--- src/sv/acs_pkg.sv ---
package acs_pkg;

    // Scan geometry.
    localparam int MAX_CHANNELS = 8;
    localparam int CH_W         = (MAX_CHANNELS > 1) ? $clog2(MAX_CHANNELS) : 1;
    localparam int CNT_W        = $clog2(MAX_CHANNELS + 1);

    // Conversion of a 16-bit code to microvolts: floor(code * UV_FULL_SCALE / CODE_SPAN).
    localparam int UV_FULL_SCALE = 2500000;
    localparam int CODE_SPAN     = 65535;
    localparam int PROD_W        = 38;
    localparam int QEST_W        = 23;
    localparam int REM_W         = 18;

    // Queue between the front and the back.
    localparam int FIFO_DEPTH = 4;
    localparam int FIFO_AW    = $clog2(FIFO_DEPTH);
    localparam int FIFO_CW    = $clog2(FIFO_DEPTH + 1);

    // Configuration register indexes.
    typedef enum logic [3:0] {
        REG_CFG_OVERWRITE    = 4'd0,
        REG_INPUT_MODE       = 4'd1,
        REG_BANDWIDTH_FULL   = 4'd2,
        REG_REFERENCE_SELECT = 4'd3,
        REG_SEQUENCER_MODE   = 4'd4,
        REG_READBACK_DISABLE = 4'd5,
        REG_DWELL_LIMIT      = 4'd6,
        REG_CHANNELS_USED    = 4'd7
    } t_reg_idx;

    // Request kinds.
    localparam logic REQ_SCAN = 1'b0;
    localparam logic REQ_READ = 1'b1;

    typedef struct packed {
        logic        req_type;
        logic [15:0] rx_word;
        logic [3:0]  query_channel;
    } t_req;

    typedef struct packed {
        logic [15:0] tx_word;
        logic        sample_valid;
        logic [2:0]  sample_channel;
        logic [15:0] sample_code;
        logic [21:0] sample_microvolts;
        logic [15:0] read_code;
        logic [21:0] read_microvolts;
    } t_rsp;

    // One classified request as it travels from the front to the back.
    typedef struct packed {
        logic        is_read;
        logic [15:0] tx_word;
        logic        sample_valid;
        logic [2:0]  sample_channel;
        logic [15:0] code;
    } t_job;

    // Low three bits of a channel number, zero-extended when the channel is narrower.
    function automatic logic [2:0] low3(input logic [CH_W-1:0] c);
        logic [CH_W+2:0] e;
        e = {3'b000, c};
        return e[2:0];
    endfunction

endpackage

--- src/sv/adc_channel_scan_sequencer.sv ---
// A word accepted at the input passes through the queue, the multiply stage, the quotient
// stage and the output register before it appears on o_valid.
// Throughput: one word per clock while i_stall is low; the back end is fully pipelined and
// the four-word queue lets the input keep flowing while the output side stalls briefly.
// Reset (synchronous, active low): registers return to their defaults, channel 0,
// dwell count 0, every stored channel code 0, queue and pipeline empty.
module adc_channel_scan_sequencer
    import acs_pkg::*;
(
    input  logic       i_clk,
    input  logic       i_rst_n,
    input  logic       i_cfg_we,
    input  logic [3:0] i_cfg_idx,
    input  logic [7:0] i_cfg_data,
    input  logic       i_valid,
    output logic       o_stall,
    input  t_req       i_req,
    output logic       o_valid,
    input  logic       i_stall,
    output t_rsp       o_rsp
);

    // The front end owns the configuration registers, the scan position, the dwell
    // counter and the per-channel code store. It classifies each word as a scan frame
    // or a read request, settles all state changes at acceptance, and hands a compact
    // job to the queue. Because the store is updated at acceptance, a read request that
    // follows a scan frame always sees that frame's sample.
    logic fifo_full;
    logic push;
    t_job push_job;

    // Only codes are stored; microvolts are recomputed from the code in the back end,
    // which gives the same value as keeping a separate voltage table.
    logic pop;
    logic nonempty;
    t_job head_job;

    acs_front u_front (
        .i_clk      (i_clk),
        .i_rst_n    (i_rst_n),
        .i_cfg_we   (i_cfg_we),
        .i_cfg_idx  (i_cfg_idx),
        .i_cfg_data (i_cfg_data),
        .i_valid    (i_valid),
        .i_req      (i_req),
        .i_full     (fifo_full),
        .o_push     (push),
        .o_job      (push_job)
    );

    // The input side stalls only when the queue is full, independent of i_valid.
    assign o_stall = fifo_full;

    acs_fifo u_fifo (
        .i_clk      (i_clk),
        .i_rst_n    (i_rst_n),
        .i_push     (push),
        .i_job      (push_job),
        .i_pop      (pop),
        .o_full     (fifo_full),
        .o_nonempty (nonempty),
        .o_job      (head_job)
    );

    // The back end scales the code to microvolts: one 16x22 multiply, then a
    // reciprocal estimate of the division by 65535 with a small correction, and
    // finally assembles the result word in the output register.
    acs_back u_back (
        .i_clk      (i_clk),
        .i_rst_n    (i_rst_n),
        .i_nonempty (nonempty),
        .i_job      (head_job),
        .o_pop      (pop),
        .o_valid    (o_valid),
        .i_stall    (i_stall),
        .o_rsp      (o_rsp)
    );

endmodule

--- src/sv/acs_front.sv ---
module acs_front
    import acs_pkg::*;
(
    input  logic        i_clk,
    input  logic        i_rst_n,
    input  logic        i_cfg_we,
    input  logic [3:0]  i_cfg_idx,
    input  logic [7:0]  i_cfg_data,
    input  logic        i_valid,
    input  t_req        i_req,
    input  logic        i_full,
    output logic        o_push,
    output t_job        o_job
);

    logic             r_cfg_overwrite;
    logic [2:0]       r_input_mode;
    logic             r_bandwidth_full;
    logic [2:0]       r_reference_select;
    logic [1:0]       r_sequencer_mode;
    logic             r_readback_disable;
    logic [7:0]       r_dwell_limit;
    logic [3:0]       r_channels_used;

    logic [CH_W-1:0]  r_chan;
    logic [8:0]       r_dwell;
    logic [15:0]      r_codes [MAX_CHANNELS];

    logic             accept;
    logic             is_read;
    logic [CNT_W-1:0] active_n;
    logic [CH_W-1:0]  wrap_chan;
    logic [CH_W-1:0]  n_chan;
    logic [8:0]       dwell_inc;
    logic [8:0]       n_dwell;
    logic             store;
    logic             q_in_range;
    logic [15:0]      q_code;

    // Effective channel count: zero acts as one, large values clamp to the maximum.
    function automatic logic [CNT_W-1:0] active_count(input logic [3:0] used);
        logic [CNT_W+3:0] u;
        u = {{CNT_W{1'b0}}, used};
        if (used == 4'd0) begin
            return CNT_W'(1);
        end
        if (u > (CNT_W + 4)'(MAX_CHANNELS)) begin
            return CNT_W'(MAX_CHANNELS);
        end
        return u[CNT_W-1:0];
    endfunction

    // (chan + 1) mod n for narrow operands: subtract the largest multiple of n that fits.
    function automatic logic [CH_W-1:0] wrap_next(input logic [CH_W-1:0] chan,
                                                 input logic [CNT_W-1:0] n);
        logic [2*CNT_W-1:0] a;
        logic [2*CNT_W-1:0] m;
        logic [2*CNT_W-1:0] rem;
        a   = (2*CNT_W)'(chan) + (2*CNT_W)'(1);
        rem = a;
        for (int k = 1; k <= MAX_CHANNELS; k++) begin
            m = (2*CNT_W)'(k) * (2*CNT_W)'(n);
            if (m <= a) begin
                rem = a - m;
            end
        end
        return rem[CH_W-1:0];
    endfunction

    assign accept  = i_valid && !i_full;
    assign is_read = (i_req.req_type == REQ_READ);
    assign o_push  = accept;

    always_comb begin
        active_n   = active_count(r_channels_used);
        wrap_chan  = wrap_next(r_chan, active_n);
        dwell_inc  = r_dwell + 9'd1;
        if (dwell_inc > {1'b0, r_dwell_limit}) begin
            n_dwell = 9'd0;
            n_chan  = wrap_chan;
        end else begin
            n_dwell = dwell_inc;
            n_chan  = r_chan;
        end
        store      = (n_chan != r_chan);
        q_in_range = ({1'b0, i_req.query_channel} < 5'(MAX_CHANNELS));
        q_code     = q_in_range ? r_codes[i_req.query_channel[CH_W-1:0]] : 16'd0;
    end

    always_comb begin
        o_job = '0;
        if (is_read) begin
            o_job.is_read = 1'b1;
            o_job.code    = q_code;
        end else begin
            o_job.tx_word = {r_cfg_overwrite, r_input_mode, low3(n_chan), r_bandwidth_full,
                             r_reference_select, r_sequencer_mode, r_readback_disable,
                             2'b00};
            if (store) begin
                o_job.sample_valid   = 1'b1;
                o_job.sample_channel = low3(r_chan);
                o_job.code           = i_req.rx_word;
            end
        end
    end

    always_ff @(posedge i_clk) begin
        if (!i_rst_n) begin
            r_cfg_overwrite    <= 1'b1;
            r_input_mode       <= 3'd7;
            r_bandwidth_full   <= 1'b0;
            r_reference_select <= 3'd0;
            r_sequencer_mode   <= 2'd0;
            r_readback_disable <= 1'b1;
            r_dwell_limit      <= 8'd2;
            r_channels_used    <= 4'd8;
        end else if (i_cfg_we) begin
            case (i_cfg_idx)
                REG_CFG_OVERWRITE:    r_cfg_overwrite    <= i_cfg_data[0];
                REG_INPUT_MODE:       r_input_mode       <= i_cfg_data[2:0];
                REG_BANDWIDTH_FULL:   r_bandwidth_full   <= i_cfg_data[0];
                REG_REFERENCE_SELECT: r_reference_select <= i_cfg_data[2:0];
                REG_SEQUENCER_MODE:   r_sequencer_mode   <= i_cfg_data[1:0];
                REG_READBACK_DISABLE: r_readback_disable <= i_cfg_data[0];
                REG_DWELL_LIMIT:      r_dwell_limit      <= i_cfg_data;
                REG_CHANNELS_USED:    r_channels_used    <= i_cfg_data[3:0];
                default: begin
                end
            endcase
        end
    end

    always_ff @(posedge i_clk) begin
        if (!i_rst_n) begin
            r_chan  <= '0;
            r_dwell <= '0;
            for (int i = 0; i < MAX_CHANNELS; i++) begin
                r_codes[CH_W'(i)] <= 16'd0;
            end
        end else if (accept && !is_read) begin
            r_chan  <= n_chan;
            r_dwell <= n_dwell;
            if (store) begin
                r_codes[r_chan] <= i_req.rx_word;
            end
        end
    end

    a_store_moves_channel: assert property (@(posedge i_clk) disable iff (!i_rst_n)
        (accept && !is_read && store) |=> (r_chan != $past(r_chan)))
        else $error("sample stored without a channel change");

    a_read_keeps_state: assert property (@(posedge i_clk) disable iff (!i_rst_n)
        (accept && is_read) |=> ($stable(r_chan) && $stable(r_dwell)))
        else $error("read request changed the scan state");

endmodule

--- src/sv/acs_fifo.sv ---
module acs_fifo
    import acs_pkg::*;
(
    input  logic i_clk,
    input  logic i_rst_n,
    input  logic i_push,
    input  t_job i_job,
    input  logic i_pop,
    output logic o_full,
    output logic o_nonempty,
    output t_job o_job
);

    t_job               r_mem [FIFO_DEPTH];
    logic [FIFO_AW-1:0] r_wr_ptr;
    logic [FIFO_AW-1:0] r_rd_ptr;
    logic [FIFO_CW-1:0] r_count;

    assign o_full     = (r_count == FIFO_CW'(FIFO_DEPTH));
    assign o_nonempty = (r_count != '0);
    assign o_job      = r_mem[r_rd_ptr];

    always_ff @(posedge i_clk) begin
        if (i_push) begin
            r_mem[r_wr_ptr] <= i_job;
        end
    end

    always_ff @(posedge i_clk) begin
        if (!i_rst_n) begin
            r_wr_ptr <= '0;
            r_rd_ptr <= '0;
            r_count  <= '0;
        end else begin
            if (i_push) begin
                r_wr_ptr <= r_wr_ptr + FIFO_AW'(1);
            end
            if (i_pop) begin
                r_rd_ptr <= r_rd_ptr + FIFO_AW'(1);
            end
            if (i_push && !i_pop) begin
                r_count <= r_count + FIFO_CW'(1);
            end else if (!i_push && i_pop) begin
                r_count <= r_count - FIFO_CW'(1);
            end
        end
    end

    a_no_overflow: assert property (@(posedge i_clk) disable iff (!i_rst_n)
        i_push |-> (r_count != FIFO_CW'(FIFO_DEPTH)) || i_pop)
        else $error("push into a full queue");

    a_no_underflow: assert property (@(posedge i_clk) disable iff (!i_rst_n)
        i_pop |-> (r_count != '0))
        else $error("pop from an empty queue");

endmodule

--- src/sv/acs_back.sv ---
module acs_back
    import acs_pkg::*;
(
    input  logic i_clk,
    input  logic i_rst_n,
    input  logic i_nonempty,
    input  t_job i_job,
    output logic o_pop,
    output logic o_valid,
    input  logic i_stall,
    output t_rsp o_rsp
);

    logic              r_s1_v;
    t_job              r_s1_job;
    logic [PROD_W-1:0] r_s1_prod;

    logic              r_s2_v;
    t_job              r_s2_job;
    logic [QEST_W-1:0] r_s2_qest;
    logic [REM_W-1:0]  r_s2_rem;

    logic              r_out_v;
    t_rsp              r_out;

    logic              out_adv;
    logic              s2_adv;
    logic              s1_adv;
    logic [PROD_W:0]   sum;
    logic [QEST_W-1:0] qest;
    logic [PROD_W:0]   rem_full;
    logic [QEST_W-1:0] q_fix;
    logic [21:0]       uv;
    t_rsp              n_out;

    assign out_adv = !r_out_v || !i_stall;
    assign s2_adv  = !r_s2_v || out_adv;
    assign s1_adv  = !r_s1_v || s2_adv;
    assign o_pop   = i_nonempty && s1_adv;

    // Quotient estimate by p / 65535 ~ (p + p / 65536) / 65536, never above the true value.
    always_comb begin
        sum      = {1'b0, r_s1_prod} + (PROD_W + 1)'(r_s1_prod >> 16);
        qest     = sum[PROD_W:16];
        rem_full = {1'b0, r_s1_prod} - {qest, 16'h0000} + (PROD_W + 1)'(qest);
    end

    always_comb begin
        q_fix = r_s2_qest;
        if (r_s2_rem >= REM_W'(CODE_SPAN)) begin
            q_fix = q_fix + QEST_W'(1);
        end
        if (r_s2_rem >= REM_W'(2 * CODE_SPAN)) begin
            q_fix = q_fix + QEST_W'(1);
        end
        uv = q_fix[21:0];

        n_out = '0;
        if (r_s2_job.is_read) begin
            n_out.read_code       = r_s2_job.code;
            n_out.read_microvolts = uv;
        end else begin
            n_out.tx_word           = r_s2_job.tx_word;
            n_out.sample_valid      = r_s2_job.sample_valid;
            n_out.sample_channel    = r_s2_job.sample_channel;
            n_out.sample_code       = r_s2_job.code;
            n_out.sample_microvolts = uv;
        end
    end

    always_ff @(posedge i_clk) begin
        if (s1_adv) begin
            r_s1_job  <= i_job;
            r_s1_prod <= PROD_W'(i_job.code) * PROD_W'(UV_FULL_SCALE);
        end
        if (s2_adv) begin
            r_s2_job  <= r_s1_job;
            r_s2_qest <= qest;
            r_s2_rem  <= rem_full[REM_W-1:0];
        end
        if (out_adv) begin
            r_out <= n_out;
        end
    end

    always_ff @(posedge i_clk) begin
        if (!i_rst_n) begin
            r_s1_v  <= 1'b0;
            r_s2_v  <= 1'b0;
            r_out_v <= 1'b0;
        end else begin
            if (s1_adv) begin
                r_s1_v <= i_nonempty;
            end
            if (s2_adv) begin
                r_s2_v <= r_s1_v;
            end
            if (out_adv) begin
                r_out_v <= r_s2_v;
            end
        end
    end

    assign o_valid = r_out_v;
    assign o_rsp   = r_out;

    a_rem_bounded: assert property (@(posedge i_clk) disable iff (!i_rst_n)
        r_s2_v |-> (r_s2_rem < REM_W'(3 * CODE_SPAN)))
        else $error("quotient estimate off by more than two");

endmodule

--- config.mk ---
export PLATFORM = sky130hd
export DESIGN_NAME = adc_channel_scan_sequencer
export DESIGN_NICKNAME = d
export VERILOG_FILES = /design/src/sv/acs_pkg.sv /design/src/sv/adc_channel_scan_sequencer.sv /design/src/sv/acs_front.sv /design/src/sv/acs_fifo.sv /design/src/sv/acs_back.sv
export SDC_FILE = /design/constraint.sdc
export NUM_CORES = 1
export LEC_CHECK = 0
export ABC_AREA = 1
export CORE_MARGIN = 4
export CORE_UTILIZATION = 23
export CTS_BUF_LIST = sky130_fd_sc_hd__clkbuf_8
export CTS_CLUSTER_DIAMETER = 100
export DETAILED_ROUTE_END_ITERATION = 10
export DONT_BUFFER_PORTS = 1
export SLEW_MARGIN = 25
export SYNTH_ARGS = -nofsm -noshare
export SYNTH_HDL_FRONTEND = slang
export SYNTH_SLANG_ARGS = --single-unit
export TNS_END_PERCENT = 5
--- constraint.sdc ---
create_clock -name i_clk -period 6.3 [get_ports i_clk]
set_clock_uncertainty 0.1 [all_clocks]
set_input_delay 0.315 -clock i_clk [delete_from_list [all_inputs] [get_ports i_clk]]
set_output_delay 0.315 -clock i_clk [all_outputs]
set_load 0.02 [all_outputs]
* Yosys cells after proc, flatten, opt, wreduce, memory -nomap -nowiden
Memory sizes are Yosys's and may differ from the RTL's. A register that Yosys moved wholly into a read port is not among the register bits.
Index checks and enable logic that the tools add are counted.
** Cells by class
- Reduce and logical (&&, ||, !) cells :: 29
- Magnitude comparators :: 13
- Equal/unequal tests :: 9
- Multiplexer cells :: 38
- $add $sub $neg :: 19
- $mul :: 5
** Operators with widths (number)
- two-way mux 16 bit :: 3
- adder 22 x 1 -> 22 bit (second input constant) :: 2
- two-way mux 22 bit :: 2
- two-way mux 20 bit :: 2
- adder 38 x 22 -> 38 bit :: 1
- two-way mux 3 bit :: 12
- multiplier 16 x 17 -> 33 bit (second input constant) :: 1
- less-or-equal comparator 7 x 4 -> 1 bit :: 4
- subtractor 3 bit :: 7
- adder 18 bit :: 1
- >= comparator 18 x 16 -> 1 bit (second input constant) :: 1
- >= comparator 18 x 17 -> 1 bit (second input constant) :: 1
- subtractor 18 bit :: 1
- equality test 4 x 3 -> 1 bit (second input constant) :: 4
- two-way mux 4 bit :: 4
- AND reduction 2 bit :: 8
- OR reduction 16 bit :: 1
- multiplier 3 x 4 -> 7 bit (first input constant) :: 2
- less-or-equal comparator 6 x 4 -> 1 bit :: 2
- multiplier 2 x 4 -> 6 bit (first input constant) :: 2
- two-way mux 1 bit :: 12
- adder 9 x 1 -> 9 bit (second input constant) :: 1
- > comparator 9 x 8 -> 1 bit :: 1
- two-way mux 9 bit :: 1
- other kinds (19) :: 37
** Word-level totals
- Flip-flop bits (word level) :: 288
- Word-level logic and storage cells :: 151
- RAM bits :: 276
- Output and inout port bits :: 98
- Memories :: 2
- Input port bits :: 38
** Memories
- u_fifo.r_mem :: words 4, bits a word 37, rd ports 1, clocked after Yosys merged registers in 1, wr ports 1, line acs_fifo.sv:14 : t_job r_mem [FIFO_DEPTH];
- u_front.r_codes :: words 8, bits a word 16, rd ports 1, clocked after Yosys merged registers in 0, wr ports 8, line acs_front.sv:27 : logic [15:0] r_codes [MAX_CHANNELS];

* Longest topological paths before layout
- Depth in word-level cells :: 22
- Mapped depth :: 34
- Depth with buffers taken out :: 32

* Modules after synthesis
A second synthesis with hierarchy kept.
** Second synthesis, totals
- Cell total of the unflattened synthesis :: 3078
- Area total of the unflattened synthesis :: 31487.7 um^2
** By module, submodules not included
- acs_back :: instances 1, cells an instance 1687, area an instance 16509.6 um^2, sequential area each 7236.9 um^2
- acs_front :: instances 1, cells an instance 974, area an instance 9044.9 um^2, sequential area each 4544.4 um^2
- acs_fifo :: instances 1, cells an instance 417, area an instance 5933.2 um^2, sequential area each 4624.4 um^2

* Worst setup path before layout
No wires, ideal clock.
- Kind :: reg2reg
- Start :: register (tool-made name)
- End :: register u_back.r_s1_prod[36], data pin
- Clock period less this slack :: 6.370 ns
- Path slack :: -0.070 ns
- Setup time :: 0.265 ns
- Data arrival time :: 6.005 ns
- Stages on the path, launching flop included :: 24
- Required time :: 5.935 ns
- Buffers on the path :: 2
- Path through :: dfxtp_1 > clkbuf_1 > clkinv_1 > clkbuf_1 > nand2_1 > a32oi_1 > inv_1 > ha_1 > fa_1 > inv_1 > fa_1 > fa_1 > fa_1 > fa_1 > ha_1 > nand2_1 > nor4_1 > nand4_1 > nand3_1 > nand2_1 > o211ai_1 > a31oi_1 > o21ai_0 > xor2_1
** RTL lines
- end signal, assigned :: line acs_back.sv:74 : r_s1_prod <= PROD_W'(i_job.code) * PROD_W'(UV_FULL_SCALE);
- end, declared :: line acs_back.sv:16 : logic [PROD_W-1:0] r_s1_prod;

==> impl_metrics.yaml <==
run_status:
  status: "completed"
yosys:
  syn_area_um2: 30400
  yosysSeqAreaShare: 0.527
  synth_area_leader_cell: "edfxtp_1"
  synth-seq-cells: 548
  async_flop_share: 0
  synth_top_area_frac: 0.496
  synth_most_common_cell: "edfxtp_1"
  synth.area.top_cells: "edfxtp_1 50%, ha_1 9.9%, inv_1 5.6%"
  synth_area_per_cell_um2: 10.3
  ys_top_cells_by_count: "501 x edfxtp_1, 453 x inv_1, 433 x nor2_1, 382 x nand2_1, 240 x ha_1"
  ys_types: 61
  yosysWarnings: 0
  synth_top_flop_cell: "edfxtp_1"
  synth_edf_count: 501
  netlist_instances: 2942
critical_path:
  worstRegToRegCells: 22
  required_ps: 6690
  rrSetupSlack_ps: 310
  endpoint: "u_back.r_s1_prod[34]"
  arrival_ps: 6380
  cp_max_fo: 14
  r2r_end: "u_back.r_s1_prod[34]"
  start_kind: "flip-flop"
  end_kind: "flip-flop"
  criticalPathCategory: "reg -> reg"
final_layout:
  area_delta_synth_final_pct: 16.3
  post_route_cells_drive_above_1_share: 0.0876
  multi_input_area_um2: 12400
  fin_cells: 4901
  fill_cells: 13700
  nNetsFinal: 3419
  regArea_um2: 16000
flow_run:
  max-cap-violations: 0
placed_design:
  dp_hpwl_um: 52300
  place_congestion: 0.867
  place_inst: 4670
  io_buffers: 0
die:
  die_w_um: 371
  coreArea_um2: 131000
  initial_core_util: 0.231
  row_count: 133
  chipHeight_um: 371
  ios: 136
  die_area_um2: 138000
global_route:
  grt_max_degree: 54
  grt_pass1_vias: 20400
  grt_usage: 0.108
  antenna_found_initial: 7
  grt.overflow.total: 0
  grt_pass1_wl_um: 116000
timing:
  slew_violations: 0
  slew_headroom: 0.329
  hold_violations: 0
  max_freq_mhz: 167
  post-route-period-util: 0.950
  tightest_slew_ps: 1010
  setup_viol: 0
  rsz0062_at_grt: "yes"
  period_needed_ps: 5990
drt:
  post-route-drc-count: 0
  dr.pass1.iters: 6
  vias: 20500
  wl_per_cell_um: 15.2
  drtAntennaViolNets: 0
  avgViaCountPerCell: 4.18
  wirelength_um: 74400
  dr.first_iter.drc_count: 1298
clock_network:
  cts_tree: "built"
  clock_path_buffers: 3
  insertion_delay_ps: 800
  htree_levels: 3
  clkSinkCount: 548
  cts_root_buffer: "clkbuf_8"
  numCtsBuffers: 93
  cts.clk_slew.worst_paths_ps: 70
  post_cts_buffers: 0
hold_path:
  hold_path_class: "in -> reg"
  worstHoldPathCells: 3
-- cells in the final DEF, fill, tap and decap left out, types with 53 or more instances in the layout --
cell | netlist | layout
a21oi_1 | 133 | 131
buf_4 | 10 | 53
clkbuf_8 | 0 | 98
dlygate4sd3_1 | 0 | 53
edfxtp_1 | 501 | 501
fa_1 | 74 | 74
ha_1 | 240 | 238
inv_1 | 453 | 473
nand2_1 | 382 | 381
nand3_1 | 78 | 77
nor2_1 | 433 | 428
o21ai_0 | 146 | 141
xor2_1 | 69 | 69
-- sequential cells by signal, summed over array words and instances (netlist names), 9 cells and up, named ones only --
name              count
u_fifo.r_mem        140
u_front.r_codes     128
u_back.o_rsp         94
u_back.r_s1_job      35
u_back.r_s2_job      35
u_back.r_s1_prod     31
u_back.r_s2_qest     20
u_back.r_s2_rem      18
u_front.r_dwell       9
-- what timing repair did --
item | in CTS | in global routing
resized for setup | 0 | 27
hold buffers | 56 | 0
endpoints found under the hold margin | 427 | 0
setup endpoints to repair | 0 | 8
-- routing by layer --
metal	global-route usage	share of wire	vias up
met4	0.0404	0.029	0
met1	0.135	0.44	9698
met5	0	0	-
li1	-	-	10200
met2	0.182	0.48	493
met3	0.0223	0.055	131
-- logic make-up after synthesis --
group | after synthesis | synth area share
AOI/OAI and AO/OA | 421 | 0.0815
xor gates and xnor gates | 95 | 0.0283
adders and majority gates | 314 | 0.148
buffers and inverters | 551 | 0.0715
DFF | 548 | 0.527
muxes | 16 | 0.00528
other | 1 | 0.000124
and+or+nand+nor | 996 | 0.139
-- per-stage QoR --
| stage | setup TNS, ps | worst slack [ps] | cell area, um^2 | hold WS (ps) | utilization |
|---|---|---|---|---|---|
| finish | 0 | 313 | 35300 | 103 | 0.269 |
| CTS | 0 | 95.4 | 35100 | 0.588 | 0.268 |
| global route | -38.6 | -14.1 | 35300 | 58.4 | 0.269 |
| detailed placement | 0 | 144 | 32700 | 307 | 0.249 |
| global placement | 0 | 243 | 32600 | 302 | 0.248 |
| floorplan | 0 | 20.9 | 30400 | 300 | - |
-- layout make-up --
class                   instances  area share
repair buffers                114      0.0314
diodes                          5    0.000354
multi-input cells            1844       0.351
inverters                     466      0.0497
well taps                    1755      0.0622
clock inverters                71      0.0146
clock buffers                  98      0.0382
flip-flops and latches        548       0.453
-- worst max-delay path, cell delays in order (launching register included) --
cell,delay (ps)
dfxtp_2,360
buf_4,210
nand2_1,70
a32oi_1,400
buf_4,230
ha_1,250
ha_1,190
inv_1,70
fa_1,460
fa_1,550
inv_1,50
fa_1,500
fa_1,490
ha_1,390
a21oi_1,260
o21ai_0,110
a21oi_1,180
nand3_2,120
nand2_1,70
o211ai_1,120
a31oi_2,270
o21ai_1,100
xor2_1,140
-- how the worst min path moves through the flow --
| stage | from | to | slack (ps) |
|---|---|---|---|
| after floorplan | u_back.r_s1_job[10] | u_back.r_s2_job[10] | 300 |
| after global placement | u_back.r_s1_job[36] | u_back.r_s2_job[36] | 300 |
| after detailed placement | u_back.r_s1_job[17] | u_back.r_s2_job[17] | 310 |
| after CTS | i_req[1] | u_fifo.r_mem[3][12] | 0.6 |
| after global routing | i_req[1] | u_fifo.r_mem[2][6] | 60 |
| final | i_req[1] | u_fifo.r_mem[3][12] | 100 |
Power is not shown: default switching activity piles up to over one toggle a cycle in this logic, so the estimate is an artifact.
